**src/rtl/core/mbsp_pkg.sv**
```systemverilog
// package for the midi byte stream parser: result kinds, sysex limit and widths
// no dependencies
package mbsp_pkg;

	// largest number of sysex bytes counted before the message is closed
	localparam int unsigned SYSEX_MAX = 256;
	localparam int unsigned SYSEX_CNT_W = $clog2(SYSEX_MAX + 1);

	// field widths of one result
	localparam int unsigned KIND_W = 2;
	localparam int unsigned NIB_W = 4;
	localparam int unsigned BYTE_W = 8;
	localparam int unsigned LEN_W = 9;

	// result kinds
	localparam logic [KIND_W-1:0] KIND_CHANNEL = 2'd0;
	localparam logic [KIND_W-1:0] KIND_SYSTEM = 2'd1;
	localparam logic [KIND_W-1:0] KIND_SYSEX_DONE = 2'd2;

	// byte codes
	localparam logic [BYTE_W-1:0] BYTE_SYSEX_START = 8'hF0;
	localparam logic [BYTE_W-1:0] BYTE_SYSEX_END = 8'hF7;
	localparam logic [NIB_W-1:0] CMD_PROG_CHANGE = 4'hC;
	localparam logic [NIB_W-1:0] CMD_CHAN_PRESSURE = 4'hD;
	localparam logic [NIB_W-1:0] CMD_SYSTEM = 4'hF;

	// sysex count to the length field, saturating when it does not fit
	function automatic logic [LEN_W-1:0] sat_len(input logic [SYSEX_CNT_W-1:0] cnt);
		logic [31:0] wide;
		wide = 32'(cnt);
		if (wide > 32'((1 << LEN_W) - 1))
			return {LEN_W{1'b1}};
		return wide[LEN_W-1:0];
	endfunction

endpackage

```
**src/rtl/core/mbsp_if.sv**
```systemverilog
// request channels of the midi byte stream parser: received bytes and parsed messages
// depends on mbsp_pkg
interface mbsp_byte_if import mbsp_pkg::*; ();
	logic valid;
	logic ready;
	logic [BYTE_W-1:0] rx_byte;

	modport source (output valid, output rx_byte, input ready);
	modport sink (input valid, input rx_byte, output ready);
endinterface

interface mbsp_msg_if import mbsp_pkg::*; ();
	logic valid;
	logic ready;
	logic [KIND_W-1:0] msg_kind;
	logic [NIB_W-1:0] msg_command;
	logic [NIB_W-1:0] msg_channel;
	logic [BYTE_W-1:0] data_first;
	logic [BYTE_W-1:0] data_second;
	logic [LEN_W-1:0] sysex_length;

	modport source (output valid, output msg_kind, output msg_command, output msg_channel,
		output data_first, output data_second, output sysex_length, input ready);
	modport sink (input valid, input msg_kind, input msg_command, input msg_channel,
		input data_first, input data_second, input sysex_length, output ready);
endinterface

```
**src/rtl/core/midi_byte_stream_parser_unit.sv**
```systemverilog
// midi byte stream parser: groups received bytes into channel, system and sysex messages
// depends on mbsp_pkg and the channel interfaces in mbsp_if.sv
//
// a message's last byte passes the input register, then its result enters the result register
// throughput: one byte per cycle while the result side takes requests
// the parse state and the result register advance as a byte leaves the input register
// reset: asynchronous, clears the parse phase, held bytes, sysex count and both valid flags
module midi_byte_stream_parser_unit import mbsp_pkg::*; (
	input logic clk,
	input logic arst_n,
	mbsp_byte_if.sink rx,
	mbsp_msg_if.source msg
);

	// parse phases
	localparam logic [1:0] PH_IDLE = 2'd0;
	localparam logic [1:0] PH_DATA1 = 2'd1;
	localparam logic [1:0] PH_DATA2 = 2'd2;
	localparam logic [1:0] PH_SYSEX = 2'd3;

	// input register
	logic valid_s1;
	logic [BYTE_W-1:0] byte_s1;

	// parse state
	logic [1:0] phase_q;
	logic [BYTE_W-1:0] status_q;
	logic [BYTE_W-1:0] first_q;
	logic [SYSEX_CNT_W-1:0] count_q;

	// result register
	logic out_valid_q;
	logic [KIND_W-1:0] kind_q;
	logic [NIB_W-1:0] cmd_q;
	logic [NIB_W-1:0] chan_q;
	logic [BYTE_W-1:0] d1_q;
	logic [BYTE_W-1:0] d2_q;
	logic [LEN_W-1:0] len_q;

	// next state and result
	logic go;
	logic [1:0] phase_d;
	logic [BYTE_W-1:0] status_d;
	logic [BYTE_W-1:0] first_d;
	logic [SYSEX_CNT_W-1:0] count_d;
	logic [SYSEX_CNT_W-1:0] count_inc;
	logic emit;
	logic [KIND_W-1:0] kind_d;
	logic [NIB_W-1:0] cmd_d;
	logic [NIB_W-1:0] chan_d;
	logic [BYTE_W-1:0] d1_d;
	logic [BYTE_W-1:0] d2_d;
	logic [LEN_W-1:0] len_d;
	logic [NIB_W-1:0] held_cmd;

	// the registered byte moves on when the result slot is free or being emptied
	assign go = valid_s1 && (!out_valid_q || msg.ready);
	assign rx.ready = !valid_s1 || go;
	assign held_cmd = status_q[BYTE_W-1 -: NIB_W];
	assign count_inc = count_q + 1'b1;

	// parse one byte
	always_comb begin
		phase_d = phase_q;
		status_d = status_q;
		first_d = first_q;
		count_d = count_q;
		emit = 1'b0;
		kind_d = KIND_CHANNEL;
		cmd_d = held_cmd;
		chan_d = status_q[NIB_W-1:0];
		d1_d = '0;
		d2_d = '0;
		len_d = '0;
		case (phase_q)
			PH_IDLE: begin
				if (byte_s1[BYTE_W-1]) begin
					if (byte_s1[BYTE_W-1 -: NIB_W] != CMD_SYSTEM) begin
						status_d = byte_s1;
						phase_d = PH_DATA1;
					end else if (byte_s1 != BYTE_SYSEX_START) begin
						emit = 1'b1;
						kind_d = KIND_SYSTEM;
						cmd_d = CMD_SYSTEM;
						chan_d = byte_s1[NIB_W-1:0];
					end else begin
						count_d = '0;
						phase_d = PH_SYSEX;
					end
				end
			end
			PH_DATA1: begin
				if (held_cmd == CMD_PROG_CHANGE || held_cmd == CMD_CHAN_PRESSURE) begin
					emit = 1'b1;
					d1_d = byte_s1;
					phase_d = PH_IDLE;
				end else begin
					first_d = byte_s1;
					phase_d = PH_DATA2;
				end
			end
			PH_DATA2: begin
				emit = 1'b1;
				d1_d = first_q;
				d2_d = byte_s1;
				phase_d = PH_IDLE;
			end
			default: begin
				// sysex skipping: terminator or full buffer closes it
				cmd_d = CMD_SYSTEM;
				chan_d = '0;
				kind_d = KIND_SYSEX_DONE;
				if (byte_s1 == BYTE_SYSEX_END) begin
					emit = 1'b1;
					len_d = sat_len(count_q);
					phase_d = PH_IDLE;
				end else begin
					count_d = count_inc;
					if (32'(count_inc) >= 32'(SYSEX_MAX)) begin
						emit = 1'b1;
						len_d = sat_len(count_inc);
						phase_d = PH_IDLE;
					end
				end
			end
		endcase
	end

	// input register
	always_ff @(posedge clk or negedge arst_n) begin
		if (!arst_n) begin
			valid_s1 <= 1'b0;
		end else if (rx.ready) begin
			valid_s1 <= rx.valid;
		end
	end

	always_ff @(posedge clk) begin
		if (rx.ready && rx.valid) begin
			byte_s1 <= rx.rx_byte;
		end
	end

	// parse state
	always_ff @(posedge clk or negedge arst_n) begin
		if (!arst_n) begin
			phase_q <= PH_IDLE;
			status_q <= '0;
			first_q <= '0;
			count_q <= '0;
		end else if (go) begin
			phase_q <= phase_d;
			status_q <= status_d;
			first_q <= first_d;
			count_q <= count_d;
		end
	end

	// result register
	always_ff @(posedge clk or negedge arst_n) begin
		if (!arst_n) begin
			out_valid_q <= 1'b0;
		end else if (go) begin
			out_valid_q <= emit;
		end else if (msg.ready) begin
			out_valid_q <= 1'b0;
		end
	end

	always_ff @(posedge clk) begin
		if (go && emit) begin
			kind_q <= kind_d;
			cmd_q <= cmd_d;
			chan_q <= chan_d;
			d1_q <= d1_d;
			d2_q <= d2_d;
			len_q <= len_d;
		end
	end

	assign msg.valid = out_valid_q;
	assign msg.msg_kind = kind_q;
	assign msg.msg_command = cmd_q;
	assign msg.msg_channel = chan_q;
	assign msg.data_first = d1_q;
	assign msg.data_second = d2_q;
	assign msg.sysex_length = len_q;

endmodule

```
**src/flat_wrapper.sv**
```systemverilog
// flat-port wrapper written by rule: the top's interface ports become plain ports
module midi_byte_stream_parser_unit_flat import mbsp_pkg::*;
  (clk, arst_n, rx_valid, rx_rx_byte, rx_ready, msg_valid, msg_msg_kind, msg_msg_command, msg_msg_channel, msg_data_first, msg_data_second, msg_sysex_length, msg_ready);
  mbsp_byte_if rx_i ();
  mbsp_msg_if msg_i ();
  input logic clk;
  input logic arst_n;
  input wire logic [$bits(rx_i.valid)-1:0] rx_valid;
  input wire logic [$bits(rx_i.rx_byte)-1:0] rx_rx_byte;
  output wire logic [$bits(rx_i.ready)-1:0] rx_ready;
  output wire logic [$bits(msg_i.valid)-1:0] msg_valid;
  output wire logic [$bits(msg_i.msg_kind)-1:0] msg_msg_kind;
  output wire logic [$bits(msg_i.msg_command)-1:0] msg_msg_command;
  output wire logic [$bits(msg_i.msg_channel)-1:0] msg_msg_channel;
  output wire logic [$bits(msg_i.data_first)-1:0] msg_data_first;
  output wire logic [$bits(msg_i.data_second)-1:0] msg_data_second;
  output wire logic [$bits(msg_i.sysex_length)-1:0] msg_sysex_length;
  input wire logic [$bits(msg_i.ready)-1:0] msg_ready;
  assign rx_i.valid = rx_valid;
  assign rx_i.rx_byte = rx_rx_byte;
  assign rx_ready = rx_i.ready;
  assign msg_valid = msg_i.valid;
  assign msg_msg_kind = msg_i.msg_kind;
  assign msg_msg_command = msg_i.msg_command;
  assign msg_msg_channel = msg_i.msg_channel;
  assign msg_data_first = msg_i.data_first;
  assign msg_data_second = msg_i.data_second;
  assign msg_sysex_length = msg_i.sysex_length;
  assign msg_i.ready = msg_ready;
  midi_byte_stream_parser_unit u_core (.clk(clk), .arst_n(arst_n), .rx(rx_i), .msg(msg_i));
endmodule
```
**config.mk**
```make
export PLATFORM = sky130hd
export DESIGN_NAME = midi_byte_stream_parser_unit_flat
export DESIGN_NICKNAME = d
export VERILOG_FILES = /design/src/rtl/core/mbsp_pkg.sv /design/src/rtl/core/mbsp_if.sv /design/src/rtl/core/midi_byte_stream_parser_unit.sv /design/src/flat_wrapper.sv
export SDC_FILE = /design/constraint.sdc
export NUM_CORES = 1
export LEC_CHECK = 0
export BUFFER_PORTS_ARGS = -buffer_cell sky130_fd_sc_hd__buf_2
export CELL_PAD_IN_SITES_DETAIL_PLACEMENT = 0
export CELL_PAD_IN_SITES_GLOBAL_PLACEMENT = 1
export CORE_MARGIN = 4
export CORE_UTILIZATION = 46
export CTS_CLUSTER_DIAMETER = 60
export CTS_CLUSTER_SIZE = 24
export DETAILED_ROUTE_END_ITERATION = 16
export PLACE_DENSITY = 0.81
export SLEW_MARGIN = 20
export SYNTH_ARGS = -nofsm -noshare
export SYNTH_HDL_FRONTEND = slang
export SYNTH_SLANG_ARGS = --single-unit
export TNS_END_PERCENT = 50
```
**constraint.sdc**
```tcl
create_clock -name clk -period 3.04 [get_ports clk]
set_clock_uncertainty 0.05 [all_clocks]
set_input_delay 0.456 -clock clk [delete_from_list [all_inputs] [get_ports clk]]
set_output_delay 0.456 -clock clk [all_outputs]
set_load 0.02 [all_outputs]
```
==> flow_metrics.tcl <==
set metrics [dict create \
    status "finished clean" \
    drv_slew 0 \
    antenna_found_initial 0 \
    synth-xor-area-share_pct 1.34 \
    crit_slowest_cell "dfrtp_1" \
    hp-class "input pin to async pin" \
    wl_per_cell_um 16.3 \
    hold_viol 0 \
    die-area_um2 8760 \
    cts.sinks 72 \
    worst_hold_slack_ns 0.0949 \
    firstDrtPassIters 5 \
    synthCells 269 \
    syn_nets 287 \
    synth_edf_count 43 \
    cts_tree "done" \
    yosysMostFrequentCell "edfxtp_1" \
    fin_crit_sh_pct 82.8 \
    synth_common_cells "edfxtp_1 (43), dfrtp_1 (29), o21ai_0 (21), nand2_1 (19), and2_1 (16)" \
    drv_cap 0 \
    syn_avg_cell_area_um2 12.5 \
    holdBufCountCts 0 \
    async_reset_ff_share_pct 40.3 \
    antenna_cells 0 \
    place.gp.congestion 0.841 \
    crit_type "flop to flop" \
    ys_top_cells_by_area "edfxtp_1 (38%), dfrtp_1 (22%), mux2_2 (5.0%), o21ai_0 (3.1%), and2_1 (3.0%)" \
    synth_top_family_by_area "simple AND/OR/NAND/NOR gates" \
    cts_inserted_buffers 9 \
    p_per_area_nw_per_um2 910 \
    grt_max_degree 36 \
    synth-compound-area-share_pct 11.1 \
    synth_cell_types 49 \
    synthFlopType "edfxtp_1" \
    syn_area_um2 3370 \
    cp-end-kind "flop" \
    synthAdderAreaFrac_pct 2.23 \
    via_per_inst 5.46 \
    syn_to_final_growth_pct 16.2 \
    clock_path_buffers 2 \
    cts_setup_buffers 0 \
    yosysWarnings 0 \
    vdd_drop_max_uv 495 \
    worstPathMaxFanout 35 \
    place.port_buffers 48 \
    utilization_pct 56.4 \
    grt_usage_pct 16.8 \
    min_period_ns 2.52 \
    num_rows 30 \
    core_area_um2 6940 \
    cp_num_buf_inv 2 \
    crit_family "simple AND/OR/NAND/NOR gates" \
    dp_cells 402 \
    io-pin-count 49 \
    p_leak_nw 1.53 \
    hpwl_mm 4.69 \
    gr-total-overflow 0 \
    finalNonFillerCells 418 \
    drc 0 \
    clkSlewWorstSetupHoldPaths_ns 0.07 \
    synth_top_area_share_pct 38.3 \
    die_h_um 93.6 \
    worst_pin_slew_ns 0.674 \
    synth-simple-area-share_pct 17.3 \
    reg2reg_slack_ns 0.52 \
    antenna_left 0 \
    drt_wl_total_mm 6.81 \
    finalSetupTns_ns 0 \
    cp_cell_sequence "inv_1, ha_1, nand2_1, nor3_1, nor2_1, a32oi_1, and2_1, buf_12" \
    num_vias 2284 \
    dpl_worst_slack_ns 0.595 \
    clock_latency_ns 0.35 \
    seq_area_frac_synth_pct 59.9 \
    arrival_ns 2.51 \
    setup_violations 0 \
    cts_resized 0 \
    grt_pass1_vias 2164 \
    startpoint_type "flop" \
    rsz0062_at_grt "no" \
    max_freq_mhz 398 \
    critPathRequiredTime_ns 3.03 \
    root_buffer "clkbuf_8" \
    synth.area.mux_share_pct 5.31 \
    fin_ws_ns 0.524 \
    nets 335 \
    drtIter0Drc 184 \
    max_slew_margin_pct 55.1 \
    htreeDepth 3 \
    drive_gt1_share_pct 28.3 \
    slowest_delay_ns 0.43 \
    ys_ff_latch 72 \
    die_w_um 93.6 \
    yosys.area.top_type "edfxtp_1" \
    grt_pass1_wl_mm 11.1 \
    start_util_pct 48.5 \
]
## area by class of cell
| type | instances | area (um2) |
|---|---|---|
| Fill cell | 599 | 3030 |
| Tap cell | 96 | 120 |
| Clock inverter | 6 | 115 |
| Clock buffer | 10 | 128 |
| Multi-Input combinational cell | 181 | 1250 |
| Sequential cell | 72 | 2020 |
| Inverter | 3 | 11.3 |
| Timing Repair Buffer | 50 | 268 |
## placed cells by master (no fill, tap or decap), drive strengths merged, types with 3 or more instances in the layout
cell type,count
buf,50
edfxtp,43
dfrtp,29
o21ai,21
nand2,19
and2,16
mux2,15
nor2b,12
nand3,12
clkbuf,10
nor2,9
a22oi,8
a21oi,7
o31ai,7
ha,6
nor3,5
nand4,5
and3,5
inv,4
nand2b,3
nor3b,3
bufinv,3
xor2,3
## state kept, by name (all words and copies together) (netlist names)
signal                   count
u_core.msg.data_first        8
u_core.msg.valid             1
u_core.phase_q               2
u_core.msg.msg_kind          2
u_core.count_q               9
u_core.byte_s1               8
u_core.msg.data_second       8
u_core.valid_s1              1
u_core.status_q              8
u_core.msg.msg_command       4
u_core.msg.msg_channel       4
u_core.msg.sysex_length      9
u_core.first_q               8
## per-stage QoR
stage                     area [um2]  power (mW)
after floorplan                 3370        2.34
after global placement          3670        2.66
after detailed placement        3670        2.68
after CTS                       3910        3.59
after global routing            3910        3.78
final                           3910        3.56
## logic make-up after synthesis
kind of cell | count (synthesis)
AND/OR/NAND/NOR | 99
flip-flops | 72
AO/OA/AOI/OAI | 57
buffers and inverters | 16
multiplexers | 16
adder cells (fa/ha/maj) | 6
XOR/XNOR | 3
## worst paths after layout
check | startpoint | endpoint | cells after the start
setup / recovery | u_core.phase_q[0] | u_core.msg.data_second[1] | 8
hold / removal | arst_n | u_core.valid_s1 | 1
setup reg to reg | u_core.phase_q[0] | u_core.msg.data_second[1] | 8
hold reg to reg | u_core.first_q[7] | u_core.first_q[7] | 1
max in group asynchronous | arst_n | u_core.status_q[0] | 1
min in group clk | rx_rx_byte[5] | u_core.byte_s1[5] | 1
## report_power, final
group / total, mW / internal, mW / switching [mW]
logic: 1.13 / 0.433 / 0.692
clock network: 0.902 / 0.549 / 0.353
registers: 1.53 / 1.38 / 0.149
## layer usage
layer / routed length, um / up-vias / global-route usage [%]
li1: - / 1098 / -
met1: 3130 / 1075 / 23.4
met2: 3060 / 90 / 24.4
met3: 448 / 21 / 3.62
met4: 177 / 0 / 9.51
met5: 0 / - / 0
Note: power is estimated with default switching activity, not from simulation.
